File: src/sv/rrtd_pkg.sv
// ----------------------------------------------------------------------------
// rrtd_pkg
// shared types and codes of the round-robin task dispatcher
// ----------------------------------------------------------------------------
`default_nettype none

package rrtd_pkg;

   localparam int BUDGET_W = 16;
   localparam int SLOT_W   = 4;

   // request codes
   localparam logic [1:0] REQ_APPEND = 2'd0;
   localparam logic [1:0] REQ_SELECT = 2'd1;
   localparam logic [1:0] REQ_REPORT = 2'd2;

   // status codes
   localparam logic [1:0] ST_OK   = 2'd0;
   localparam logic [1:0] ST_FULL = 2'd1;
   localparam logic [1:0] ST_NONE = 2'd2;

   typedef struct packed {
      logic [1:0]          req_type;
      logic [BUDGET_W-1:0] run_budget;
      logic                run_forever;
      logic [SLOT_W-1:0]   report_slot;
      logic                task_failed;
   } req_item_type;

   typedef struct packed {
      logic [1:0]        status;
      logic [SLOT_W-1:0] granted_slot;
   } rsp_item_type;

   // one entry of the slot table
   typedef struct packed {
      logic                unlimited;
      logic [BUDGET_W-1:0] budget;
   } slot_entry_type;

   typedef enum logic [1:0] {
      S_IDLE,
      S_SCAN,
      S_REPORT,
      S_DONE
   } engine_state_type;

endpackage

`default_nettype wire

File: src/sv/rrtd_ram.sv
// ----------------------------------------------------------------------------
// rrtd_ram
// generic single-write, single-read memory with registered read data
// ----------------------------------------------------------------------------
`default_nettype none

module rrtd_ram #(
   parameter int WIDTH = 17,
   parameter int DEPTH = 16
) (
   input  wire logic                                      clock,
   input  wire logic                                      wr_en,
   input  wire logic [((DEPTH > 1) ? $clog2(DEPTH) : 1)-1:0] wr_addr,
   input  wire logic [WIDTH-1:0]                          wr_data,
   input  wire logic [((DEPTH > 1) ? $clog2(DEPTH) : 1)-1:0] rd_addr,
   output logic      [WIDTH-1:0]                          rd_data
);

   logic [WIDTH-1:0] mem_ff [DEPTH];
   logic [WIDTH-1:0] rd_data_ff;

   always_ff @(posedge clock) begin
      if (wr_en) begin
         mem_ff[wr_addr] <= wr_data;
      end
      rd_data_ff <= mem_ff[rd_addr];
   end

   assign rd_data = rd_data_ff;

endmodule

`default_nettype wire

File: src/sv/rrtd_engine.sv
// ----------------------------------------------------------------------------
// rrtd_engine
// request sequencer: append, round-robin scan and outcome update of the table
// ----------------------------------------------------------------------------
`default_nettype none

module rrtd_engine #(
   parameter int TASK_SLOTS = 16
) (
   input  wire logic                                  clock,
   input  wire logic                                  reset,
   input  wire logic                                  req_valid,
   input  wire rrtd_pkg::req_item_type                req_item,
   output logic                                       req_stall,
   output logic                                       res_valid,
   output rrtd_pkg::rsp_item_type                     res_item,
   input  wire logic                                  res_take,
   output logic                                       ram_we,
   output logic [((TASK_SLOTS > 1) ? $clog2(TASK_SLOTS) : 1)-1:0] ram_waddr,
   output rrtd_pkg::slot_entry_type                   ram_wdata,
   output logic [((TASK_SLOTS > 1) ? $clog2(TASK_SLOTS) : 1)-1:0] ram_raddr,
   input  wire rrtd_pkg::slot_entry_type              ram_rdata
);

   import rrtd_pkg::*;

   localparam int IW = (TASK_SLOTS > 1) ? $clog2(TASK_SLOTS) : 1;
   localparam int CW = $clog2(TASK_SLOTS + 1);
   localparam int XW = (CW > SLOT_W) ? CW : SLOT_W;

   engine_state_type state_ff, state_in;
   logic [CW-1:0]    used_ff, used_in;
   logic [IW-1:0]    start_ff, start_in;
   logic [IW-1:0]    chk_ff, chk_in;
   logic [CW-1:0]    cnt_ff, cnt_in;
   req_item_type     op_ff, op_in;
   rsp_item_type     res_ff, res_in;

   logic          full;
   logic [IW-1:0] first_pos;
   logic [XW-1:0] rpt_wide;
   logic [XW-1:0] op_rpt_wide;
   logic          rpt_ok;
   logic [CW-1:0] chk_p1;
   logic [IW-1:0] nxt;
   logic [IW-1:0] start_wrap;
   logic          eligible;
   logic          last;
   logic [XW-1:0] used_slot_wide;
   logic [XW-1:0] chk_wide;

   assign full           = (used_ff == CW'(TASK_SLOTS));
   assign first_pos      = (CW'(start_ff) >= used_ff) ? '0 : start_ff;
   assign rpt_wide       = XW'(req_item.report_slot);
   assign op_rpt_wide    = XW'(op_ff.report_slot);
   assign rpt_ok         = (rpt_wide < XW'(used_ff));
   assign chk_p1         = CW'(chk_ff) + CW'(1);
   assign nxt            = (chk_p1 == used_ff) ? '0 : chk_p1[IW-1:0];
   assign start_wrap     = (chk_ff == IW'(TASK_SLOTS - 1)) ? '0 : chk_p1[IW-1:0];
   assign eligible       = ram_rdata.unlimited | (|ram_rdata.budget);
   assign last           = (cnt_ff == CW'(used_ff - CW'(1)));
   assign used_slot_wide = XW'(used_ff);
   assign chk_wide       = XW'(chk_ff);

   // next state
   always_comb begin
      state_in = state_ff;
      unique case (state_ff)
         S_IDLE: begin
            if (req_valid) begin
               if (req_item.req_type == REQ_SELECT && used_ff != '0) begin
                  state_in = S_SCAN;
               end else if (req_item.req_type == REQ_REPORT && rpt_ok) begin
                  state_in = S_REPORT;
               end else begin
                  state_in = S_DONE;
               end
            end
         end
         S_SCAN: begin
            if (eligible || last) begin
               state_in = S_DONE;
            end
         end
         S_REPORT: state_in = S_DONE;
         S_DONE: begin
            if (res_take) begin
               state_in = S_IDLE;
            end
         end
      endcase
   end

   // outputs and datapath
   always_comb begin
      req_stall = (state_ff != S_IDLE);
      res_valid = (state_ff == S_DONE);
      ram_we    = 1'b0;
      ram_waddr = used_ff[IW-1:0];
      ram_wdata = '{unlimited: req_item.run_forever, budget: req_item.run_budget};
      ram_raddr = chk_ff;
      used_in   = used_ff;
      start_in  = start_ff;
      chk_in    = chk_ff;
      cnt_in    = cnt_ff;
      op_in     = op_ff;
      res_in    = res_ff;
      unique case (state_ff)
         S_IDLE: begin
            if (req_valid) begin
               op_in = req_item;
               unique case (req_item.req_type)
                  REQ_APPEND: begin
                     if (full) begin
                        res_in = '{status: ST_FULL, granted_slot: '0};
                     end else begin
                        ram_we  = 1'b1;
                        used_in = used_ff + CW'(1);
                        res_in  = '{status: ST_OK,
                                    granted_slot: used_slot_wide[SLOT_W-1:0]};
                     end
                  end
                  REQ_SELECT: begin
                     ram_raddr = first_pos;
                     chk_in    = first_pos;
                     cnt_in    = '0;
                     res_in    = '{status: ST_NONE, granted_slot: '0};
                  end
                  REQ_REPORT: begin
                     ram_raddr = rpt_wide[IW-1:0];
                     if (rpt_ok) begin
                        res_in = '{status: ST_OK, granted_slot: req_item.report_slot};
                     end else begin
                        res_in = '{status: ST_NONE, granted_slot: req_item.report_slot};
                     end
                  end
                  default: begin
                     res_in = '{status: ST_OK, granted_slot: '0};
                  end
               endcase
            end
         end
         S_SCAN: begin
            // data of chk_ff arrives now, the next slot is read meanwhile
            ram_raddr = nxt;
            chk_in    = nxt;
            cnt_in    = cnt_ff + CW'(1);
            if (eligible) begin
               start_in = start_wrap;
               res_in   = '{status: ST_OK, granted_slot: chk_wide[SLOT_W-1:0]};
            end else if (last) begin
               res_in = '{status: ST_NONE, granted_slot: '0};
            end
         end
         S_REPORT: begin
            ram_we    = 1'b1;
            ram_waddr = op_rpt_wide[IW-1:0];
            ram_wdata = ram_rdata;
            if (op_ff.task_failed) begin
               ram_wdata = '{unlimited: 1'b0, budget: '0};
            end else if (!ram_rdata.unlimited && (|ram_rdata.budget)) begin
               ram_wdata.budget = ram_rdata.budget - BUDGET_W'(1);
            end
         end
         S_DONE: begin
         end
      endcase
   end

   assign res_item = res_ff;

   always_ff @(posedge clock) begin
      if (reset) begin
         state_ff <= S_IDLE;
         used_ff  <= '0;
         start_ff <= '0;
      end else begin
         state_ff <= state_in;
         used_ff  <= used_in;
         start_ff <= start_in;
      end
      chk_ff <= chk_in;
      cnt_ff <= cnt_in;
      op_ff  <= op_in;
      res_ff <= res_in;
   end

endmodule

`default_nettype wire

File: src/sv/round_robin_task_dispatcher_top.sv
// ----------------------------------------------------------------------------
// round_robin_task_dispatcher_top
// table of task slots with append, round-robin select and outcome report
// ----------------------------------------------------------------------------
// usage:
//   req_* carries one request item (append, select or report), rsp_* carries
//   exactly one result item per request. an item moves on a rising edge with
//   valid high and stall low.
//   one request is in work at a time. append, a report of an unfilled slot
//   and a select on an empty table go straight to the result; a report adds
//   a table update step, and a select visits k slots, k from 1 to slots
//   filled; the scan reads one table entry per cycle through the single
//   read port of the slot memory. the result enters the output register
//   when the work ends and the register is empty or being drained, and stays
//   there while rsp_stall is high; the next request is still taken meanwhile,
//   but its result is held inside until the register frees up.
//   reset empties the table and points the scan at slot 0; the slot memory
//   needs no clearing pass since read data of unfilled slots is never used.
// ----------------------------------------------------------------------------
`default_nettype none

module round_robin_task_dispatcher_top #(
   parameter int TASK_SLOTS = 16
) (
   input  wire logic                   clock,
   input  wire logic                   reset,
   input  wire logic                   req_valid,
   output logic                        req_stall,
   input  wire rrtd_pkg::req_item_type req_item,
   output logic                        rsp_valid,
   input  wire logic                   rsp_stall,
   output rrtd_pkg::rsp_item_type      rsp_item
);

   import rrtd_pkg::*;

   localparam int IW = (TASK_SLOTS > 1) ? $clog2(TASK_SLOTS) : 1;

   // engine side
   logic           res_valid;
   rsp_item_type   res_item;
   logic           res_take;

   // slot memory port
   logic           ram_we;
   logic [IW-1:0]  ram_waddr;
   slot_entry_type ram_wdata;
   logic [IW-1:0]  ram_raddr;
   slot_entry_type ram_rdata;

   // output register
   logic           rsp_valid_ff, rsp_valid_in;
   rsp_item_type   rsp_item_ff, rsp_item_in;

   // sequencer; a read issued in a cycle that writes is never used, so no forwarding
   rrtd_engine #(
      .TASK_SLOTS (TASK_SLOTS)
   ) u_engine (
      .clock     (clock),
      .reset     (reset),
      .req_valid (req_valid),
      .req_item  (req_item),
      .req_stall (req_stall),
      .res_valid (res_valid),
      .res_item  (res_item),
      .res_take  (res_take),
      .ram_we    (ram_we),
      .ram_waddr (ram_waddr),
      .ram_wdata (ram_wdata),
      .ram_raddr (ram_raddr),
      .ram_rdata (ram_rdata)
   );

   // budget and forever mark of each slot
   rrtd_ram #(
      .WIDTH ($bits(slot_entry_type)),
      .DEPTH (TASK_SLOTS)
   ) u_slot_ram (
      .clock   (clock),
      .wr_en   (ram_we),
      .wr_addr (ram_waddr),
      .wr_data (ram_wdata),
      .rd_addr (ram_raddr),
      .rd_data (ram_rdata)
   );

   // load a finished result when the register is empty or being drained
   assign res_take = res_valid && (!rsp_valid_ff || !rsp_stall);

   always_comb begin
      rsp_valid_in = res_take || (rsp_valid_ff && rsp_stall);
      rsp_item_in  = res_take ? res_item : rsp_item_ff;
   end

   always_ff @(posedge clock) begin
      if (reset) begin
         rsp_valid_ff <= 1'b0;
      end else begin
         rsp_valid_ff <= rsp_valid_in;
      end
      rsp_item_ff <= rsp_item_in;
   end

   assign rsp_valid = rsp_valid_ff;
   assign rsp_item  = rsp_item_ff;

   // after reset the block is empty and ready for a request
   a_reset_clean : assert property (@(posedge clock)
      reset |=> (!rsp_valid && !req_stall))
      else $error("not idle after reset");

   // only one request in work at a time
   a_one_in_flight : assert property (@(posedge clock) disable iff (reset)
      (req_valid && !req_stall) |=> req_stall)
      else $error("second request taken while one is in work");

   // a handed-over result leaves the engine and shows up at the output
   a_result_moves : assert property (@(posedge clock) disable iff (reset)
      res_take |=> (!res_valid && rsp_valid))
      else $error("result not moved into output register");

endmodule

`default_nettype wire

File: config.mk
export PLATFORM = sky130hd
export DESIGN_NAME = round_robin_task_dispatcher_top
export DESIGN_NICKNAME = d
export VERILOG_FILES = /design/src/sv/rrtd_pkg.sv /design/src/sv/rrtd_ram.sv /design/src/sv/rrtd_engine.sv /design/src/sv/round_robin_task_dispatcher_top.sv
export SDC_FILE = /design/constraint.sdc
export NUM_CORES = 1
export LEC_CHECK = 0
export ABC_CLOCK_PERIOD_IN_PS = 3500
export BUFFER_PORTS_ARGS = -buffer_cell sky130_fd_sc_hd__buf_2
export CAP_MARGIN = 40
export CORE_MARGIN = 10
export CORE_UTILIZATION = 62
export DETAILED_ROUTE_END_ITERATION = 12
export GPL_TIMING_DRIVEN = 0
export PLACE_DENSITY = 0.79
export SLEW_MARGIN = 5
export SYNTH_ARGS = -nofsm -noshare
export SYNTH_HDL_FRONTEND = slang
export SYNTH_SLANG_ARGS = --single-unit
File: constraint.sdc
create_clock -name clock -period 3.5 [get_ports clock]
set_clock_uncertainty 0.1 [all_clocks]
set_input_delay 0.175 -clock clock [delete_from_list [all_inputs] [get_ports clock]]
set_output_delay 0.175 -clock clock [all_outputs]
set_load 0.1 [all_outputs]
# Yosys cells after proc, flatten, opt, wreduce, memory -nomap -nowiden
# Memories as Yosys holds them, arrays and structs flattened. A register that Yosys moved wholly into a read port is not among the register bits.
# Index checks and enable logic that the tools add are counted.
op_classes:
  add_sub_neg: 5
  n_lt_le_gt_ge: 2
  eq_ne: 14
  muxes: 36
  bitwise_logic: 2
  reduce_logical: 23
ops:
  columns: ["operator", "count"]
  rows:
  - ["$mux 16", 2]
  - ["$mux 4", 7]
  - ["$mux 6", 4]
  - ["$pmux 4 s2", 3]
  - ["$pmux 6 s3", 1]
  - ["$mux 17", 1]
  - ["$reduce_or 16->1", 1]
  - ["$sub 16x1->16 const B", 1]
  - ["$mux 5", 3]
  - ["$pmux 6 s2", 1]
  - ["$add 5x1->5 const B", 2]
  - ["$eq 5x5->1", 2]
  - ["$pmux 5 s2", 1]
  - ["$reduce_and 3->1", 3]
  - ["$mux 2", 4]
  - ["$pmux 2 s4", 1]
  - ["$mux 1", 7]
  - ["$eq 2x2->1 const B", 3]
  - ["$ne 2x1->1 const B", 3]
  - ["$add 4x1->5 const B", 1]
  - ["$eq 5x5->1 const B", 1]
  - ["$ge 4x5->1", 1]
  - ["$logic_and 1x1->1", 5]
  - ["$lt 4x5->1", 1]
  - ["other kinds (15)", 23]
totals:
  ff_bits: 38
  ramBits: 272
  out_inout_bits: 8
  wordCells: 95
  memories: 1
mem_list:
  columns: ["memory", "words", "word_bits", "rd", "rd_ports_with_merged_regs", "wr", "line", "rtl"]
  rows:
  - ["u_slot_ram.mem_ff", 16, 17, 1, 1, 1, "rrtd_ram.sv:19", "logic [WIDTH-1:0] mem_ff [DEPTH];"]

# Logic depth before layout (Yosys ltp)
depth:
  ltp_word: 7
  mapped_depth: 13

# Cells and area by module
# From an unflattened synthesis, not the netlist that was laid out.
hier_totals:
  hier_cells: 785
  area_unflattened_um2: 13534.2
modules_own_cells:
  columns: ["mod", "n_inst", "cells_per_inst", "area_each_um2", "seq_area_each_um2"]
  rows:
  - ["rrtd_ram", 1, 458, 10637.7, 8508.2]
  - ["rrtd_engine", 1, 317, 2680.1, 820.8]
  - ["round_robin_task_dispatcher_top", 1, 10, 216.5, 200.2]

# Worst setup path after synthesis
# No wires, ideal clock.
synth_timing:
  path_kind: "flip-flop to flip-flop"
  startpoint: "register u_engine.state_ff[0]"
  endpoint: "memory u_slot_ram.mem_ff[14][0] (enable)"
  arrival_time_ps: 3061
  path_slack_ps: -51
  stages_incl_launch_ff: 10
  synth_period_minus_slack_ps: 3551
  path_cell_list: "dfxtp_1 inv_1 ha_1 inv_1 nor2_1 and2_1 clkbuf_1 nand2_1 o31a_1 nor2_1"
synth_via:
  elab_chain_len: 4
  elab_cells_between_ends: 6
  cone_classes: "eq/ne: 1; mux: 4; reduce/logical: 1"
synth_rtl:
  columns: ["item", "line", "rtl"]
  rows:
  - ["from (decl)", "rrtd_engine.sv:31", "engine_state_type state_ff, state_in;"]
  - ["from (signal assigned)", "rrtd_engine.sv:178", "state_ff <= state_in;"]
  - ["$eq 2x2->1 / $logic_not 2->1 (equally long branches)", "rrtd_engine.sv:108", "unique case (state_ff)"]
  - ["$pmux 1 s2", "rrtd_engine.sv:108", null]
  - ["$mux 1", "rrtd_ram.sv:23", "if (wr_en) begin"]
  - ["$mux 1 (not written as such)", "rrtd_ram.sv:24", "mem_ff[wr_addr] <= wr_data;"]
  - ["to (decl)", "rrtd_ram.sv:19", null]
# Parallel ways exist; a longest one is shown, timed or not.

# Worst setup path in the final report
layout_timing:
  startpoint: "register u_engine.state_ff[1]"
  endpoint: "memory u_slot_ram.mem_ff[12][6] (enable)"
# Same word-level chain as after synthesis.

==> results.json <==
{
  "first_pass_iters": 7,
  "crit_top_cell": "inv_1",
  "required_ns": 3.67,
  "initial_core_util": 0.635,
  "drc_errors": 0,
  "num_vias": 9236,
  "cts.sinks": 327,
  "worstSetupPathType": "reg2reg",
  "syn_inst": 1004,
  "p_leak_nw": 5.87,
  "netlist_area_um2": 14000,
  "cp.buffers_inverters": 3,
  "yosysWarnings": 0,
  "drt_iter0_drc": 1344,
  "grt_setup_unrepaired": "yes",
  "ios": 36,
  "clk_pin_slew_ns": 0.07,
  "path_cells": "inv_1 > ha_1 > inv_1 > nor2_1 > and2_1 > nand2_1 > o31a_1 > nor2_2 > buf_8",
  "worstMarginPinSlew_ns": 0.829,
  "cts_root_buf": "clkbuf_16",
  "final_cell_mix": "298 x edfxtp_1, 135 x nand2_1, 70 x mux2i_1",
  "place_ws_ns": -0.627,
  "htree_levels": 1,
  "critical_path.top_delay_family": "simple AND/OR/NAND/NOR gates",
  "routabilityCongestion": 0.945,
  "crit_path_end_kind": "flip-flop",
  "timing.final.ws_setup_ns": 0.0253,
  "area_delta_synth_final_pct": 16.5,
  "period_needed_ns": 3.47,
  "power_mw": 15.4,
  "ys_types": 59,
  "wl_per_cell_um": 24.1,
  "max_freq_ghz": 0.288,
  "drive_gt1_frac": 0.182,
  "grt.total_usage": 0.231,
  "rows": 54,
  "num_antenna_cells": 0,
  "gr-total-overflow": 0,
  "max-vdd-ir-drop_mv": 0.606,
  "grt_pass1_vias": 8849,
  "detail-route-antenna-nets": 0,
  "setup-violations-final": 0,
  "fin_util": 0.740,
  "async_reset_ff_frac": 0,
  "antenna_found_initial": 0,
  "crit_arrival_ns": 3.64,
  "cpMaxStageDelayCell": "nor2_2",
  "ys_ff_latch": 327,
  "core_um2": 22000,
  "status": "finished, final reports clean",
  "port_buffers": 35,
  "clk_latency_ns": 0.57,
  "startpoint_type": "flip-flop",
  "die_area_um2": 29000,
  "fillers": 1306,
  "grt_max_degree": 18,
  "synth_edf_count": 298,
  "die_h_um": 170,
  "hold-worst-slack_ns": 0.00716,
  "max_stage_delay_ns": 0.60,
  "nets": 1178,
  "grt_pass1_wl_mm": 51.2,
  "layout_commonest_cell": "edfxtp_1",
  "timing.critical_path.fanout_max": 9,
  "hold_class": "in2reg",
  "numCtsBuffers": 31,
  "dp_hpwl_mm": 23.1,
  "slew_headroom": 0.442,
  "viasPerCell": 6.44,
  "final-hold-violation-count": 0,
  "maxSlewViolCount": 0,
  "yosysSeqAreaShare": 0.682,
  "power_density_nw_per_um2": 944,
  "synth-main-ff-cell": "edfxtp_1",
  "cts_tree": "done",
  "max-cap-violations": 0,
  "synth_nets": 1052,
  "cts_buffer_depth": 3,
  "die_w_um": 170,
  "drt-total-wl_mm": 34.6,
  "period_share": 0.993,
  "syn_area_per_cell_um2": 13.9
}
through the flow:
step	setup TNS, ns	area (um2)	std cells
after global placement	-124.49	14500	1319
after detailed placement	-10.57	14900	1352
after global routing	-3.22	16300	1434
after CTS	-0.179	16000	1418
final	0	16300	1434
after floorplan	-2.45	14000	1004
synthesized netlist by cell type, types with 9 or more instances:
cell       number  area [um2]
edfxtp_1      298        8950
nand2_1       135         507
mux2i_1        70         701
a21oi_1        55         275
nor2_1         55         206
a32oi_1        34         298
dfxtp_1        29         581
clkbuf_1       23        86.3
a22oi_1        21         158
a211o_1        20         175
and3_1         20         125
ha_1           20         250
buf_2          18        90.1
inv_1          18        67.6
xnor2_1        18         158
a221oi_1       17         149
nand3_1        17        85.1
o21ai_0        15        75.1
xor2_1         15         131
o2bb2ai_1      14         123
buf_4           9        67.6
worst paths after layout:
path,start,to,cells past startpoint,slack [ns]
worst max-delay path,u_engine.state_ff[1],u_slot_ram.mem_ff[12][6],9,0.03
worst min-delay path,req_item[19],u_slot_ram.mem_ff[12][13],2,0.007
worst min register to register,u_engine.res_item[4],rsp_item[4],0,0.32
worst max register to register,u_engine.state_ff[1],u_slot_ram.mem_ff[12][6],9,0.03
logic make-up (layout without fill, tap and decap cells):
| group | after synthesis | count (layout) | share of synthesized area |
|---|---|---|---|
| AO/OA/AOI/OAI | 214 | 214 | 0.115 |
| adder cells (fa/ha/maj) | 20 | 20 | 0.0179 |
| flip-flops | 327 | 327 | 0.682 |
| multiplexers | 72 | 72 | 0.0517 |
| XOR/XNOR | 34 | 34 | 0.0224 |
| AND/OR/NAND/NOR | 262 | 262 | 0.0840 |
| buffers and inverters | 75 | 225 | 0.0274 |
power breakdown:
part,switching (mW),total [mW],internal [mW]
sequential,0.231,5.28,5.05
combinational,4.40,6.83,2.43
clock,1.36,3.26,1.90
total,5.99,15.4,9.38
per-layer routing:
metal  GRT usage  wire (um)  up-vias
met4      0.0641        832        0
met5           0          0        -
li1            -          -     4104
met2       0.372      16500      530
met3      0.0384       3360       79
met1       0.320      13900     4523
sequential cells by signal (all words and copies together), names as in the netlist:
signal and count:
u_slot_ram.mem_ff 272, u_engine.state_ff 2, u_engine.res_item 6, u_engine.used_ff 5, rsp_valid 1, u_engine.op_ff 5, u_engine.cnt_ff 5, u_engine.chk_ff 4
u_slot_ram.rd_data 17, rsp_item 6, u_engine.start_ff 4
cell type report:
class	count	area [um2]	share of cell area
Sequential cell	327	9530	0.585
Timing Repair Buffer	94	785	0.0482
Inverter	18	67.6	0.00415
Clock buffer	46	852	0.0523
Multi-Input combinational cell	602	4240	0.260
Clock inverter	11	130	0.00799
Buffer	56	342	0.0210
Tap cell	280	350	0.0215
what timing repair did:
item | CTS | global route
cloned | 0 | 1
gates resized for setup | 11 | 34
pin swaps | 0 | 6
buffers inserted | 0 | 15
endpoints found under the hold margin | 19 | 8
hold buffers | 9 | 1
endpoints found under the setup margin | 52 | 331
(Power assumes the default switching activity.)
